===== src/sv/psu_pkg.sv =====
// ----------------------------------------------------------------------------
// psu_pkg
// Shared types, constants and helpers for the particle store update block.
// ----------------------------------------------------------------------------
package psu_pkg;

  localparam int PARTICLES = 64;
  localparam int SLOT_W    = $clog2(PARTICLES);
  localparam int FRAC_BITS = 16;
  localparam int Q_W       = FRAC_BITS + 1;
  localparam logic [Q_W-1:0] ONE_Q = Q_W'(1) << FRAC_BITS;
  localparam logic [SLOT_W-1:0] LAST_SLOT = SLOT_W'(PARTICLES - 1);

  localparam logic OP_SPAWN = 1'b0;
  localparam logic OP_TICK  = 1'b1;

  localparam logic [1:0] ST_TICK    = 2'd0;
  localparam logic [1:0] ST_SPAWNED = 2'd1;
  localparam logic [1:0] ST_FULL    = 2'd2;

  localparam logic [1:0] CFG_GRAVITY  = 2'd0;
  localparam logic [1:0] CFG_FADE_IN  = 2'd1;
  localparam logic [1:0] CFG_FADE_OUT = 2'd2;

  typedef struct packed {
    logic               opcode;
    logic signed [31:0] spawn_x;
    logic signed [31:0] spawn_y;
    logic signed [31:0] spawn_z;
    logic signed [31:0] spawn_vx;
    logic signed [31:0] spawn_vy;
    logic signed [31:0] spawn_vz;
    logic [30:0]        lifetime;
    logic signed [31:0] rotation_rate;
    logic [30:0]        delta_time;
  } in_item_t;

  typedef struct packed {
    logic [SLOT_W-1:0]  slot;
    logic               live;
    logic signed [31:0] pos_x;
    logic signed [31:0] pos_y;
    logic signed [31:0] pos_z;
    logic signed [31:0] rotation;
    logic [Q_W-1:0]     age_fraction;
    logic [Q_W-1:0]     alpha;
    logic [1:0]         status;
    logic               last;
  } out_item_t;

  typedef struct packed {
    logic signed [31:0] px;
    logic signed [31:0] py;
    logic signed [31:0] pz;
    logic signed [31:0] rot;
    logic signed [31:0] vx;
    logic signed [31:0] vy;
    logic signed [31:0] vz;
    logic signed [31:0] spin;
    logic signed [31:0] age;
    logic signed [31:0] life;
    logic signed [31:0] fie;
    logic signed [31:0] fos;
  } entry_t;

  typedef enum logic [3:0] {
    S_IDLE,
    S_SP_MUL,
    S_SP_WR,
    S_T_RD,
    S_T_CHK,
    S_T_MUL,
    S_T_DIVS,
    S_T_DIVW,
    S_T_EMIT
  } state_t;

  typedef struct packed {
    logic              load;
    logic              sp_mul;
    logic              sp_wr;
    logic              rd;
    logic              chk;
    logic              mul_en;
    logic [2:0]        mul_step;
    logic              div_start;
    logic              emit_live;
    logic [SLOT_W-1:0] slot;
  } cmd_t;

  typedef struct packed {
    logic full;
    logic dead;
    logic div_done;
  } stat_t;

  function automatic logic signed [31:0] sat32(input logic signed [67:0] v);
    if (v > 68'sh7FFFFFFF) begin
      return 32'sh7FFFFFFF;
    end else if (v < -68'sh80000000) begin
      return 32'sh80000000;
    end else begin
      return v[31:0];
    end
  endfunction

endpackage


===== src/sv/psu_ctrl.sv =====
// ----------------------------------------------------------------------------
// psu_ctrl
// Sequencer for spawn and tick requests, walking the slots one at a time.
// ----------------------------------------------------------------------------
module psu_ctrl (
  input  logic            clk,
  input  logic            rst,
  input  logic            start,
  input  logic            opcode,
  input  psu_pkg::stat_t  stat,
  output psu_pkg::cmd_t   cmd,
  output logic            busy
);

  psu_pkg::state_t            state;
  psu_pkg::state_t            state_next;
  logic [psu_pkg::SLOT_W-1:0] slot;
  logic [psu_pkg::SLOT_W-1:0] slot_next;
  logic [2:0]                 step;
  logic [2:0]                 step_next;

  always_ff @(posedge clk) begin
    if (rst) begin
      state <= psu_pkg::S_IDLE;
      slot  <= '0;
      step  <= '0;
    end else begin
      state <= state_next;
      slot  <= slot_next;
      step  <= step_next;
    end
  end

  always_comb begin
    state_next   = state;
    slot_next    = slot;
    step_next    = step;
    cmd          = '0;
    cmd.slot     = slot;
    cmd.mul_step = step;
    case (state)
      psu_pkg::S_IDLE: begin
        if (start) begin
          cmd.load   = 1'b1;
          slot_next  = '0;
          state_next = (opcode == psu_pkg::OP_SPAWN) ? psu_pkg::S_SP_MUL : psu_pkg::S_T_RD;
        end
      end
      psu_pkg::S_SP_MUL: begin
        cmd.sp_mul = 1'b1;
        state_next = psu_pkg::S_SP_WR;
      end
      psu_pkg::S_SP_WR: begin
        cmd.sp_wr  = 1'b1;
        state_next = psu_pkg::S_IDLE;
      end
      psu_pkg::S_T_RD: begin
        cmd.rd     = 1'b1;
        state_next = psu_pkg::S_T_CHK;
      end
      psu_pkg::S_T_CHK: begin
        cmd.chk = 1'b1;
        if (stat.dead) begin
          slot_next  = slot + 1'b1;
          state_next = (slot == psu_pkg::LAST_SLOT) ? psu_pkg::S_IDLE : psu_pkg::S_T_RD;
        end else begin
          step_next  = '0;
          state_next = psu_pkg::S_T_MUL;
        end
      end
      psu_pkg::S_T_MUL: begin
        cmd.mul_en = 1'b1;
        if (step == 3'd5) begin
          state_next = psu_pkg::S_T_DIVS;
        end else begin
          step_next = step + 3'd1;
        end
      end
      psu_pkg::S_T_DIVS: begin
        cmd.div_start = 1'b1;
        state_next    = psu_pkg::S_T_DIVW;
      end
      psu_pkg::S_T_DIVW: begin
        if (stat.div_done) begin
          state_next = psu_pkg::S_T_EMIT;
        end
      end
      psu_pkg::S_T_EMIT: begin
        cmd.emit_live = 1'b1;
        slot_next     = slot + 1'b1;
        state_next    = (slot == psu_pkg::LAST_SLOT) ? psu_pkg::S_IDLE : psu_pkg::S_T_RD;
      end
      default: begin
        state_next = psu_pkg::S_IDLE;
      end
    endcase
  end

  assign busy = state != psu_pkg::S_IDLE;

endmodule


===== config.mk =====
export PLATFORM = sky130hd
export DESIGN_NAME = psu_ctrl
export DESIGN_NICKNAME = d
export VERILOG_FILES = /design/src/sv/psu_pkg.sv /design/src/sv/psu_ctrl.sv
export SDC_FILE = /design/constraint.sdc
export NUM_CORES = 1
export LEC_CHECK = 0
export BUFFER_PORTS_ARGS = -buffer_cell sky130_fd_sc_hd__buf_2
export CORE_UTILIZATION = 40
export DETAILED_ROUTE_END_ITERATION = 10
export MAX_ROUTING_LAYER = met4
export PLACE_DENSITY = 0.77
export SYNTH_ARGS = -nofsm -noshare
export SYNTH_HDL_FRONTEND = slang
export SYNTH_SLANG_ARGS = --single-unit

===== constraint.sdc =====
create_clock -name clk -period 1.4 [get_ports clk]
set_clock_uncertainty 0.05 [all_clocks]
set_input_delay 0.14 -clock clk [delete_from_list [all_inputs] [get_ports clk]]
set_output_delay 0.14 -clock clk [all_outputs]
set_load 0.005 [all_outputs]

==> impl_metrics.yaml <==
final_layout:
  diodes: 0
  fin_cells: 185
  drive_gt1_share_pct: 65.8
  nFillCells: 131
  area_growth_syn_to_layout_pct: 79.1
  finish.net_count: 169
  fin_util_pct: 79.2
floorplan:
  ios: 25
  dieArea_um2: 2450
  num_rows: 16
  coreArea_um2: 2040
  fp.dieW_um: 49.5
  start_util_pct: 44.2
  die_y_um: 49.5
logic_synthesis:
  synth_top_area_cell: "dfxtp_1"
  synth_top_area_share_pct: 28.8
  syn_area_um2: 903
  ys_ff_latch: 13
  yosysSeqAreaShare_pct: 28.8
  synth_ff_type: "dfxtp_1"
  synth_area_leaders: "dfxtp_1 (29%), nor2_1 (5.0%), ha_1 (4.2%)"
  synthTopCellsByCount: "dfxtp_1 (13), nor2_1 (12), inv_1 (6), nand2_1 (6), nand2b_1 (6)"
  synth_edf_count: 0
  synthArstFlopShare_pct: 0
  ys_types: 40
  synth_area_per_cell_um2: 8.86
  synth_nets: 112
  ys_warn_count: 0
  synth_most_common_cell: "dfxtp_1"
  synthCells: 102
run_status:
  status: "complete, but fails checks"
  violations: "negative setup slack"
power_and_ir_drop:
  vdd_drop_max_mv: 0.839
  total_leakage_power_nw: 0.706
  comb_power_share_pct: 49.2
  power_frac_seq_pct: 32.2
  swShare_pct: 38.8
  internal_power_mw: 0.865
  powerDensity_nw_per_um2: 874
  p_sw_mw: 0.549
  pwr-share-clk_pct: 18.6
placed_design:
  place_inst: 166
  place.gp.congestion: 0.778
  place_hpwl_mm: 1.84
  io_buffers: 23
clocking:
  cts_max_level: 1
  cts_root_buf: "clkbuf_4"
  cts-buffers-inserted: 3
  cts_num_sinks: 13
  clock_path_buffers: 2
  clkTransAtPathRegs_ns: 0.09
  tritoncts: "yes"
  clock_latency_ns: 0.29
  hold_buffers: 0
sta:
  setup_viol: 19
  fin_ws_ns: -0.167
  maxSlewHeadroom_pct: 77.2
  hold_viol_final: 0
  tightest_slew_ns: 0.342
  setup_tns_ns: -1.53
  period_share_pct: 112
  fmax_mhz: 638
  report.final.slew_viol_count: 0
  post-route-min-period_ns: 1.57
  rsz0062_at_grt: "yes"
critical_path:
  cp-start-kind: "flip-flop"
  worstRegToRegCells: 6
  ff2ff_setup_slack_ns: -0.14
  arrival_ns: 1.38
  endpoint_kind: "output pin"
  crit_type: "flip-flop to output pin"
  worstReg2RegEnd: "slot[3]$_SDFFE_PP0P_"
  critPathRequiredTime_ns: 1.21
  reg2reg_from: "state[2]$_SDFFE_PP0P_"
  cp_max_fo: 6
detailed_routing:
  dr.pass1.iters: 4
  via_count: 1122
  drc: 0
  viasPerCell: 6.06
  drtAntennaViolNets: 0
  wl_per_cell_um: 20.2
  drt_iter0_drc: 36
  postRouteWirelength_mm: 3.73
job:
  cap_violations: 0
grt:
  antenna_found_initial: 0
  grtUsageTotal_pct: 27.7
  grt_overflow: 0
  grt_pass1_wl_mm: 4.99
  grt_pass1_vias: 1082
  grt_max_degree: 12
worst_hold_path:
  hold_depth: 2
  hp-class: "primary input to flip-flop"
  hp-start: "stat[0]"
  min_to: "state[3]$_SDFFE_PP0P_"
cell usage in the layout, fill, tap and decap left out, types with 3 or more instances in the layout:
| cell | n |
|---|---|
| nand2_1 | 3 |
| a2111oi_4 | 3 |
| buf_4 | 21 |
| dfxtp_4 | 4 |
| dfxtp_1 | 7 |
| inv_1 | 6 |
| nand2b_4 | 3 |
| buf_6 | 13 |
| nor2_1 | 10 |
| buf_2 | 22 |
| nand2b_1 | 3 |
| clkbuf_4 | 3 |
state kept, by name (all words and copies together), names as in the netlist:
name / flops
slot: 6
state: 4
step: 3
cell type report:
| cell class | instances | area, µm² | area share, % |
|---|---|---|---|
| timing repair buffer | 59 | 477 | 29.5 |
| inverter | 6 | 22.5 | 1.39 |
| clock buffer | 3 | 22.5 | 1.39 |
| clock inverter | 1 | 5.00 | 0.309 |
| sequential | 13 | 278 | 17.2 |
| multi-input combinational | 76 | 779 | 48.2 |
| tap | 27 | 33.8 | 2.09 |
power groups by stage:
| stage | registers [mW] | logic (mW) | clock network [mW] |
|---|---|---|---|
| floorplan | 0.431 | 0.275 | 0 |
| global placement | 0.449 | 0.387 | 0 |
| detailed placement | 0.454 | 0.408 | 0 |
| CTS | 0.451 | 0.534 | 0.255 |
| global route | 0.456 | 0.725 | 0.278 |
| finish | 0.456 | 0.695 | 0.263 |
worst max-delay path, cell delays in order, from the launching register on:
cell and delay (ns):
dfxtp_4 0.39, buf_6 0.14, and4bb_2 0.36, buf_6 0.12
buf_6 0.08
worst max-delay path by stage:
stage	startpoint	endpoint	slack, ns	cells after the start
finish	state[3]$_SDFFE_PP0P_	cmd[11]	-0.17	4
global route	state[1]$_SDFFE_PP0P_	cmd[16]	-0.20	4
CTS	state[1]$_SDFFE_PP0P_	cmd[16]	-0.11	4
detailed placement	state[0]$_SDFFE_PP0P_	slot[2]$_SDFFE_PP0P_	-0.09	4
global placement	state[2]$_SDFFE_PP0P_	state[0]$_SDFFE_PP0P_	-0.02	4
floorplan	state[3]$_SDFFE_PP0P_	state[0]$_SDFFE_PP0P_	-0.01	5
stage by stage:
step                power (mW)  setup WS, ns  hold WS (ns)  instance area [µm²]
global placement         0.836       -0.0208         0.383                 1170
CTS                       1.24        -0.107        0.0735                 1420
floorplan                0.706       -0.0120         0.255                  918
detailed placement       0.862       -0.0878         0.390                 1170
finish                    1.41        -0.167        0.0890                 1620
global route              1.46        -0.196        0.0893                 1620
cells by family after synthesis:
family | after synthesis | synth area share, %
buffers and inverters | 13 | 7.89
adders and majority gates | 3 | 4.16
and+or+nand+nor | 43 | 27.4
muxes | 1 | 1.11
AOI/OAI and AO/OA | 24 | 25.8
DFF | 13 | 28.8
xor gates and xnor gates | 5 | 4.85
routing by layer:
layer / part of all wire (%) / vias up / global-route usage (%)
li1: - / 487 / -
met5: 0 / - / -
met1: 40 / 555 / 30.8
met4: 5.5 / 0 / 17.6
met3: 4.6 / 22 / 4.32
met2: 50 / 58 / 45.7
timing repair:
item / CTS / global route
buffers inserted: 10 / 7
gates resized for setup: 25 / 36
pin swaps: 9 / 16
endpoints found under the setup margin: 18 / 20
gates cloned: 1 / 0
Power figures use the tool's default switching activity.
